--- config.mk ---
export PLATFORM = sky130hd
export DESIGN_NAME = frame_table_second_chance_core
export DESIGN_NICKNAME = d
export VERILOG_FILES = /design/src/hw/rtl/ftsc_pkg.sv /design/src/hw/rtl/frame_table_second_chance_core.sv /design/src/hw/rtl/ftsc_ram.sv
export VERILOG_INCLUDE_DIRS = /design/src /design/src/hw/rtl
export SDC_FILE = /design/constraint.sdc
export NUM_CORES = 2
export LEC_CHECK = 0
export ABC_AREA = 1
export BUFFER_PORTS_ARGS = -buffer_cell sky130_fd_sc_hd__buf_2
export CAP_MARGIN = 10
export CORE_MARGIN = 2
export CORE_UTILIZATION = 50
export CTS_CLUSTER_SIZE = 40
export DETAILED_ROUTE_END_ITERATION = 10
export MAX_ROUTING_LAYER = met4
export PLACE_DENSITY = 0.65
export REMOVE_ABC_BUFFERS = 1
export SYNTH_ARGS = -nofsm -noshare
export SYNTH_HDL_FRONTEND = slang
export SYNTH_HIERARCHICAL = 1
export SYNTH_SLANG_ARGS = --single-unit
--- constraint.sdc ---
create_clock -name clk -period 13.7 [get_ports clk]
set_clock_uncertainty 0.1 [all_clocks]
set_input_delay 0.685 -clock clk [delete_from_list [all_inputs] [get_ports clk]]
set_output_delay 0.685 -clock clk [all_outputs]
set_load 0.03 [all_outputs]
--- src/hw/rtl/frame_table_second_chance_core_defines.svh ---
// Assertion macros for the frame table
`ifndef FRAME_TABLE_SECOND_CHANCE_CORE_DEFINES_SVH
`define FRAME_TABLE_SECOND_CHANCE_CORE_DEFINES_SVH
`ifndef NO_ASSERTIONS
`define FT_ASSERT_IMP(label, clk, rst_n, a, c) \
    label: assert property (@(posedge clk) disable iff (!rst_n) (a) |-> (c)) \
        else $error("assertion failed");
`define FT_ASSERT_NXT(label, clk, rst_n, a, c) \
    label: assert property (@(posedge clk) disable iff (!rst_n) (a) |=> (c)) \
        else $error("assertion failed");
`else
`define FT_ASSERT_IMP(label, clk, rst_n, a, c)
`define FT_ASSERT_NXT(label, clk, rst_n, a, c)
`endif
`endif

--- src/hw/rtl/ftsc_pkg.sv ---
`default_nettype none
package ftsc_pkg;
    localparam int TableEntries = 64;

    localparam logic [2:0] CMD_ADD    = 3'd0;
    localparam logic [2:0] CMD_REMOVE = 3'd1;
    localparam logic [2:0] CMD_MAP    = 3'd2;
    localparam logic [2:0] CMD_TOUCH  = 3'd3;
    localparam logic [2:0] CMD_EVICT  = 3'd4;

    localparam logic [1:0] ST_OK    = 2'd0;
    localparam logic [1:0] ST_MISS  = 2'd1;
    localparam logic [1:0] ST_FULL  = 2'd2;
    localparam logic [1:0] ST_EMPTY = 2'd3;

    typedef struct packed {
        logic [2:0]  cmd;
        logic [19:0] frame_number;
        logic [15:0] owner_id;
        logic [19:0] user_page;
    } req_t;

    typedef struct packed {
        logic [1:0]  status;
        logic [19:0] frame_out;
        logic [15:0] victim_owner;
        logic [19:0] victim_page;
        logic        victim_mapped;
    } rsp_t;

    // One table entry: frame, owner, page, mapped, accessed
    typedef struct packed {
        logic [19:0] frame;
        logic [15:0] owner;
        logic [19:0] page;
        logic        mapped;
        logic        accessed;
    } entry_t;
endpackage
`default_nettype wire

--- src/hw/rtl/frame_table_second_chance_core.sv ---
// Second-chance frame table.
// in: one request transaction (cmd, frame_number, owner_id, user_page) under
// in_valid/in_stall. out: one response transaction per request under
// out_valid/out_stall. One request is worked at a time; the table sits in a
// single-port-write, registered-read RAM, and entries are visited in turn.
// An add writes at the end of the table; map, touch and remove search from
// the front, and a remove then shifts the later entries down. An evict scans
// for an entry with a clear accessed bit, clearing the bits it passes; when
// every entry was touched it takes the front entry on the second pass. The
// victim is then shifted out and its frame appended with the new owner.
// The response is held in an output register; a new request is taken once
// it is handed over, and the block simply waits while out_stall is high.
// Reset empties the table at once (count cleared); no clearing pass is needed
// since only entries below the count are ever used.
`default_nettype none
`include "frame_table_second_chance_core_defines.svh"
module frame_table_second_chance_core #(
    parameter int TABLE_ENTRIES = ftsc_pkg::TableEntries
) (
    input  wire logic          clk,
    input  wire logic          rst_n,
    input  wire logic          in_valid,
    output logic               in_stall,
    input  wire ftsc_pkg::req_t in_data,
    output logic               out_valid,
    input  wire logic          out_stall,
    output ftsc_pkg::rsp_t     out_data
);
    localparam int AW = $clog2(TABLE_ENTRIES);
    localparam int CW = $clog2(TABLE_ENTRIES + 1);
    localparam int EW = $bits(ftsc_pkg::entry_t);
    localparam logic [CW-1:0] FULL = CW'(TABLE_ENTRIES);

    typedef enum logic [3:0] {
        S_IDLE, S_FIND, S_SCAN, S_SHIFT_RD, S_SHIFT_WR, S_APPEND, S_RESP
    } state_t;

    state_t          state_reg;
    ftsc_pkg::req_t  req_reg;
    ftsc_pkg::rsp_t  rsp_reg;
    ftsc_pkg::rsp_t  start_rsp;
    logic [CW-1:0]   count_reg;
    logic [CW-1:0]   idx_reg;     // index whose data arrives this cycle (find, scan)
    logic            rd_pend_reg; // read of idx_reg was issued last cycle
    logic            pass_reg;
    logic            evict_reg;

    // RAM port signals
    logic             we;
    logic [AW-1:0]    waddr;
    ftsc_pkg::entry_t wdata;
    logic [AW-1:0]    raddr;
    ftsc_pkg::entry_t rdata;
    logic [EW-1:0]    rdata_raw;

    ftsc_ram #(.Width(EW), .Depth(TABLE_ENTRIES)) u_ram (
        .clk  (clk),
        .we   (we),
        .waddr(waddr),
        .wdata(wdata),
        .raddr(raddr),
        .rdata(rdata_raw)
    );
    assign rdata = ftsc_pkg::entry_t'(rdata_raw);

    assign in_stall  = (state_reg != S_IDLE);
    assign out_valid = (state_reg == S_RESP);
    assign out_data  = rsp_reg;

    // Form the first response value for an incoming request
    always_comb
    begin
        start_rsp = '0;
        start_rsp.frame_out = in_data.frame_number;
        case (in_data.cmd)
            ftsc_pkg::CMD_ADD:
            begin
                if (count_reg >= FULL)
                begin
                    start_rsp.status = ftsc_pkg::ST_FULL;
                end
            end
            ftsc_pkg::CMD_REMOVE, ftsc_pkg::CMD_MAP, ftsc_pkg::CMD_TOUCH:
            begin
                if (count_reg == '0)
                begin
                    start_rsp.status = ftsc_pkg::ST_MISS;
                end
            end
            ftsc_pkg::CMD_EVICT:
            begin
                start_rsp.frame_out = '0;
                if (count_reg == '0)
                begin
                    start_rsp.status = ftsc_pkg::ST_EMPTY;
                end
            end
            default:
            begin
                start_rsp.frame_out = '0;
            end
        endcase
    end

    // Drive RAM read and write for each state
    always_comb
    begin
        we    = 1'b0;
        waddr = idx_reg[AW-1:0];
        wdata = rdata;
        raddr = idx_reg[AW-1:0];
        case (state_reg)
            S_FIND:
            begin
                if (rdata.frame == req_reg.frame_number && rd_pend_reg)
                begin
                    we = (req_reg.cmd == ftsc_pkg::CMD_MAP)
                        || (req_reg.cmd == ftsc_pkg::CMD_TOUCH);
                    if (req_reg.cmd == ftsc_pkg::CMD_MAP)
                    begin
                        wdata.page   = req_reg.user_page;
                        wdata.mapped = 1'b1;
                    end
                    else
                    begin
                        wdata.accessed = 1'b1;
                    end
                    raddr = AW'(idx_reg + CW'(1));
                end
                else
                begin
                    raddr = AW'(idx_reg + CW'(1));
                end
            end
            S_SCAN:
            begin
                // Clear the accessed bit of each entry passed on the first pass
                if (rd_pend_reg && rdata.accessed && !pass_reg)
                begin
                    we = 1'b1;
                    wdata.accessed = 1'b0;
                end
                raddr = (idx_reg + CW'(1) >= count_reg) ? AW'(0)
                                                         : AW'(idx_reg + CW'(1));
            end
            S_SHIFT_RD:
            begin
                raddr = AW'(idx_reg + CW'(1));
            end
            S_SHIFT_WR:
            begin
                we = 1'b1;
                wdata = rdata;
            end
            S_APPEND:
            begin
                we = 1'b1;
                waddr = AW'(count_reg - CW'(1));
                wdata.frame    = rsp_reg.frame_out;
                wdata.owner    = req_reg.owner_id;
                wdata.page     = '0;
                wdata.mapped   = 1'b0;
                wdata.accessed = 1'b0;
            end
            S_IDLE:
            begin
                we = in_valid && (in_data.cmd == ftsc_pkg::CMD_ADD)
                    && (count_reg < FULL);
                waddr = AW'(count_reg);
                wdata.frame    = in_data.frame_number;
                wdata.owner    = in_data.owner_id;
                wdata.page     = '0;
                wdata.mapped   = 1'b0;
                wdata.accessed = 1'b0;
                raddr = '0;
            end
            default:
            begin
                we = 1'b0;
            end
        endcase
    end

    // Sequencer: holds state, counters and the response register
    always_ff @(posedge clk or negedge rst_n)
    begin
        if (!rst_n)
        begin
            state_reg   <= S_IDLE;
            req_reg     <= '0;
            rsp_reg     <= '0;
            count_reg   <= '0;
            idx_reg     <= '0;
            rd_pend_reg <= 1'b0;
            pass_reg    <= 1'b0;
            evict_reg   <= 1'b0;
        end
        else
        begin
            case (state_reg)
                S_IDLE:
                begin
                    if (in_valid)
                    begin
                        req_reg     <= in_data;
                        idx_reg     <= '0;
                        rd_pend_reg <= 1'b1;
                        pass_reg    <= 1'b0;
                        evict_reg   <= 1'b0;
                        rsp_reg     <= start_rsp;
                        case (in_data.cmd)
                            ftsc_pkg::CMD_ADD:
                            begin
                                state_reg <= S_RESP;
                                if (count_reg < FULL)
                                begin
                                    count_reg <= count_reg + CW'(1);
                                end
                            end
                            ftsc_pkg::CMD_REMOVE, ftsc_pkg::CMD_MAP,
                            ftsc_pkg::CMD_TOUCH:
                            begin
                                state_reg <= (count_reg == '0) ? S_RESP : S_FIND;
                            end
                            ftsc_pkg::CMD_EVICT:
                            begin
                                state_reg <= (count_reg == '0) ? S_RESP : S_SCAN;
                            end
                            default:
                            begin
                                state_reg <= S_RESP;
                            end
                        endcase
                    end
                end
                S_FIND:
                begin
                    // Compare entry at idx_reg; data valid this cycle
                    if (rdata.frame == req_reg.frame_number)
                    begin
                        if (req_reg.cmd == ftsc_pkg::CMD_REMOVE)
                        begin
                            state_reg <= S_SHIFT_RD;
                        end
                        else
                        begin
                            state_reg <= S_RESP;
                        end
                    end
                    else if (idx_reg + CW'(1) >= count_reg)
                    begin
                        rsp_reg.status <= ftsc_pkg::ST_MISS;
                        state_reg <= S_RESP;
                    end
                    else
                    begin
                        idx_reg <= idx_reg + CW'(1);
                    end
                end
                S_SCAN:
                begin
                    // On the second pass every bit is clear: take the front entry
                    if (!rdata.accessed || pass_reg)
                    begin
                        rsp_reg <= '{status: ftsc_pkg::ST_OK,
                                     frame_out: rdata.frame,
                                     victim_owner: rdata.owner,
                                     victim_page: rdata.page,
                                     victim_mapped: rdata.mapped};
                        evict_reg <= 1'b1;
                        state_reg <= S_SHIFT_RD;
                    end
                    else if (idx_reg + CW'(1) >= count_reg)
                    begin
                        idx_reg  <= '0;
                        pass_reg <= 1'b1;
                    end
                    else
                    begin
                        idx_reg <= idx_reg + CW'(1);
                    end
                end
                S_SHIFT_RD:
                begin
                    // Read idx+1, to be written at idx
                    if (idx_reg + CW'(1) >= count_reg)
                    begin
                        state_reg <= evict_reg ? S_APPEND : S_RESP;
                        if (!evict_reg)
                        begin
                            count_reg <= count_reg - CW'(1);
                        end
                    end
                    else
                    begin
                        state_reg <= S_SHIFT_WR;
                    end
                end
                S_SHIFT_WR:
                begin
                    idx_reg   <= idx_reg + CW'(1);
                    state_reg <= S_SHIFT_RD;
                end
                S_APPEND:
                begin
                    state_reg <= S_RESP;
                end
                S_RESP:
                begin
                    if (!out_stall)
                    begin
                        state_reg <= S_IDLE;
                    end
                end
                default:
                begin
                    state_reg <= S_IDLE;
                end
            endcase
        end
    end

    `FT_ASSERT_IMP(a_count_range, clk, rst_n, 1'b1, count_reg <= FULL)
    `FT_ASSERT_IMP(a_scan_in_table, clk, rst_n, state_reg == S_SCAN,
        idx_reg < count_reg)
    `FT_ASSERT_NXT(a_resp_holds, clk, rst_n, out_valid && out_stall,
        out_valid && $stable(out_data))
    `FT_ASSERT_IMP(a_no_write_in_resp, clk, rst_n, state_reg == S_RESP, !we)
endmodule
`default_nettype wire

--- src/hw/rtl/ftsc_ram.sv ---
`default_nettype none
module ftsc_ram #(
    parameter int Width = 8,
    parameter int Depth = 64
) (
    input  wire logic                     clk,
    input  wire logic                     we,
    input  wire logic [$clog2(Depth)-1:0] waddr,
    input  wire logic [Width-1:0]         wdata,
    input  wire logic [$clog2(Depth)-1:0] raddr,
    output logic      [Width-1:0]         rdata
);
    logic [Width-1:0] mem [Depth];

    always_ff @(posedge clk)
    begin
        if (we)
        begin
            mem[waddr] <= wdata;
        end
        rdata <= mem[raddr];
    end
endmodule
`default_nettype wire

==> metrics.md <==
| Metric | Value |
|---|---|
| Biggest area consumer among synthesized cells | edfxtp_1 |
| Crit Path Class | flip-flop to flip-flop |
| Std-Cell Rows | 206 |
| Htree depth | 5 |
| Largest cells by area after synthesis | edfxtp_1, nand3_1, nand2_1 |
| Max incr delay on CP | 0.90 ns |
| Worst Path Arrival | ~8.8 ns |
| Synth warn | 6 |
| Post-synthesis sequential area ratio | 0.735 |
| Syn-to-layout area delta | 11.7% |
| Vias in the first global route | 104000 |
| EDFF count, synth | 3712 |
| Crit path max fanout | 71 |
| Fin Setup TNS | 0 ns |
| Fillcell total | 25700 |
| Max IR drop VDD | between 0.2 and 0.3 mV |
| FMAX | ~120 MHz |
| Initial antenna violation count | 16 |
| CP delay by family, top | buffers and inverters |
| Post-route ant nets | 0 |
| CTS tree | done |
| Top cell type's share of synthesized area | 0.706 |
| Post-Synth Adder-Cell Area | 0.000793 |
| Clock Latency Late Sink | 0.98 ns |
| Max_cap viols | 0 |
| Leak | 63.2 nW |
| Simple logic cell fraction of the synthesized area | 0.225 |
| Crit end category | flip-flop |
| Cell Chain, Critical Path | inv_2, nand3_2, inv_2, nand3_1, nand3_4, buf_4, buf_4, buf_4, buf_4, nand3_1, nand3_1, nand3_1, nand3_1, nand2_1, nand2_1, nand2_1 |
| Total congestion overflow | 0 |
| Dpl ws | between 5 and 6 ns |
| Buf/Inv on CP | 6 |
| Rel. slew slack | 0.0924 |
| Clock root buffer | clkbuf_16 |
| Largest net degree at the start of global routing | 230 |
| Crit start category | flip-flop |
| Drt total wl | a little over 500 mm |
| Synth Area in Compound Gates | 0.00789 |
| PortBufs | roughly 120 |
| Slew Viols, Final | 0 |
| Synth Area per Inst | 11.8 um^2 |
| Core Area | roughly 310000 um^2 |
| R2R cell count | 16 |
| Total GRT Usage | 0.317 |
| Die ar. | between 300000 and 400000 um^2 |
| Top-level I/O count | 124 |
| DR pass1 iterations | 8 |
| Worst path required time | 14.42 ns |
| Clock Pin Slew Worst Setup and Hold Paths | 0.07 ns |
| First-pass GRT wire length | 725 mm |
| Placed cell area | 163000 um^2 |
| DIE WIDTH | 566 um |
| Met3 usage | 0.0621 |
| Post-synthesis cell count | 13400 |
| #FFs+latches synth | 3908 |
| Final setup vio count | 0 |
| GR peak layer | met2 |
| DRC viols | 0 |
| Routed len/inst | about 28 um |
| DPL Wire Length | between 200 and 300 mm |
| RePlAce Congestion | between 0.9 and 1 |
| Final Cycle Share | 0.586 |
| Clock Path Buffers | 4 |
| Slew @ Worst Pin | 1.36 ns |
| GR Layer Usage met1 | 0.421 |
| Final Net Count | 13500 |
| Flop2flop setup slack | approximately 5.7 ns |
| Most frequent CP cell | nand3_1 |
| Num CTS Buffers | 396 |
| Crit path depth | 16 |
| Xor-xnor portion of the synthesized cell area | 0.00117 |
| Post-route cell area | 176000 um^2 |
| Mapped Area | 158000 um^2 |
| Detailed-route vias per instance | 6.13 |
| Layout cells sized above 1 | 0.0795 |
| CTS sink cnt | 3908 |
| Via count | approximately 110k |
| Asr flop ratio synth | 0.0353 |
| Fin worst setup slack | 5.67 ns |
| Max stage delay cell, worst path | buf_4 |
| Initial detailed-routing violation count | 16300 |
| Ys flop type | edfxtp_1 |
| Most common cell after layout, fill and taps aside | nand2_1 |
| GRT met2 Usage | 0.478 |
| Initial Utilization | 0.502 |
| Chip Height | 566 um |
| Max reg flops | 3712 |
| RSZ-0062 raised after global routing | no |
| Fin crit period | roughly 8 ns |
| Most frequent cells in the layout | nand2_1, edfxtp_1, nand3_1 |
| Fin. Hold Viols | 0 |
| Synth unique cells | 42 |
| # resized after CTS | 0 |
| Hold depth | 3 |
| Area of the multi-input gates | 38000 um^2 |
| Status | finished clean |
| Largest family of logic cells by synthesized area | simple AND/OR/NAND/NOR gates |
| Storage cell area | around 120000 um^2 |
| Pwr dens | approximately 260 nW/um^2 |
| Hold Path Class | input pin to flip-flop |
| Post-synthesis mux area share | 0.0000634 |
## final timing paths
| check | start | endpoint |
|---|---|---|
| worst max-delay path | state_reg[2] | u_ram/rdata[8] |
| worst min-delay path | in_data[24] | req_reg[24] |
| worst max register to register | state_reg[2] | u_ram/rdata[8] |
| worst min register to register | u_ram/rdata[9] | out_data[8] |
| max in group asynchronous | rst_n | req_reg[9] |
| min in group asynchronous | rst_n | out_data[22] |
## layer usage
layer,share of wire,vias to the layer above
li1,-,47400
met1,0.38,53900
met2,0.46,7148
met3,0.12,1208
met4,0.050,0
met5,0,-
## worst reg2reg max path, cell delays in order, from the launching register on
cell and delay, ns:
dfrtp_1 0.42, inv_2 0.41, nand3_2 0.86, inv_2 0.88, nand3_1 0.26, nand3_4 0.57, buf_4 0.72, buf_4 0.94
buf_4 0.95, buf_4 0.96, nand3_1 0.25, nand3_1 0.13, nand3_1 0.09, nand3_1 0.12, nand2_1 0.11, nand2_1 0.07
nand2_1 0.06
## stage by stage
stage / hold slack (ns) / instances / utilization / power [W]
finish: 0.0862 / 17900 / 0.561 / 0.0454
detailed placement: 0.373 / 17100 / 0.518 / 0.0344
floorplan: 0.289 / 12500 / - / 0.0272
global route: 0.123 / 17900 / 0.561 / 0.0474
CTS: 0.0624 / 17900 / 0.561 / 0.0451
global placement: 0.370 / 17100 / 0.518 / 0.0340
## cell families after synthesis
logic type | Yosys count
compound gates | 210
xor+xnor | 21
fa+ha+maj | 10
buf+inv | 1027
flops | 3908
mux | 1
simple gates | 8247
## timing repair
action	in CTS	in global routing
endpoints found under the setup margin	0	0
buffers inserted	0	0
hold buffers	60	0
hold endpoints to repair	128	0
## cell type report
class / instances / share of cell area
inverters: 147 / 0.00344
repair buffers: 450 / 0.0197
well taps: 4160 / 0.0295
clock buffers: 499 / 0.0594
diodes: 9 / 0.000128
flip-flops and latches: 3908 / 0.658
clock inverters: 236 / 0.0141
multi-input cells: 8489 / 0.216
## report_power, final
group          internal, W  leakage [nW]  total [W]  switching [W]
Combinational      0.00411          21.0     0.0176         0.0135
Sequential          0.0166          35.8     0.0169       0.000361
Clock              0.00617          6.33     0.0108        0.00466
Total               0.0269          63.2     0.0454         0.0185
## synthesized netlist by cell type, drive strengths merged (15+ instances only)
library cell  count
a31oi            20
buf             689
clkbuf          191
dfrtp           138
dfxtp            58
edfxtp         3712
inv             144
nand2          4529
nand3          3557
nand4            15
nor2            120
o211ai           21
o21ai           129
o221ai           21
xor2             16
(Power assumes the default switching activity.)
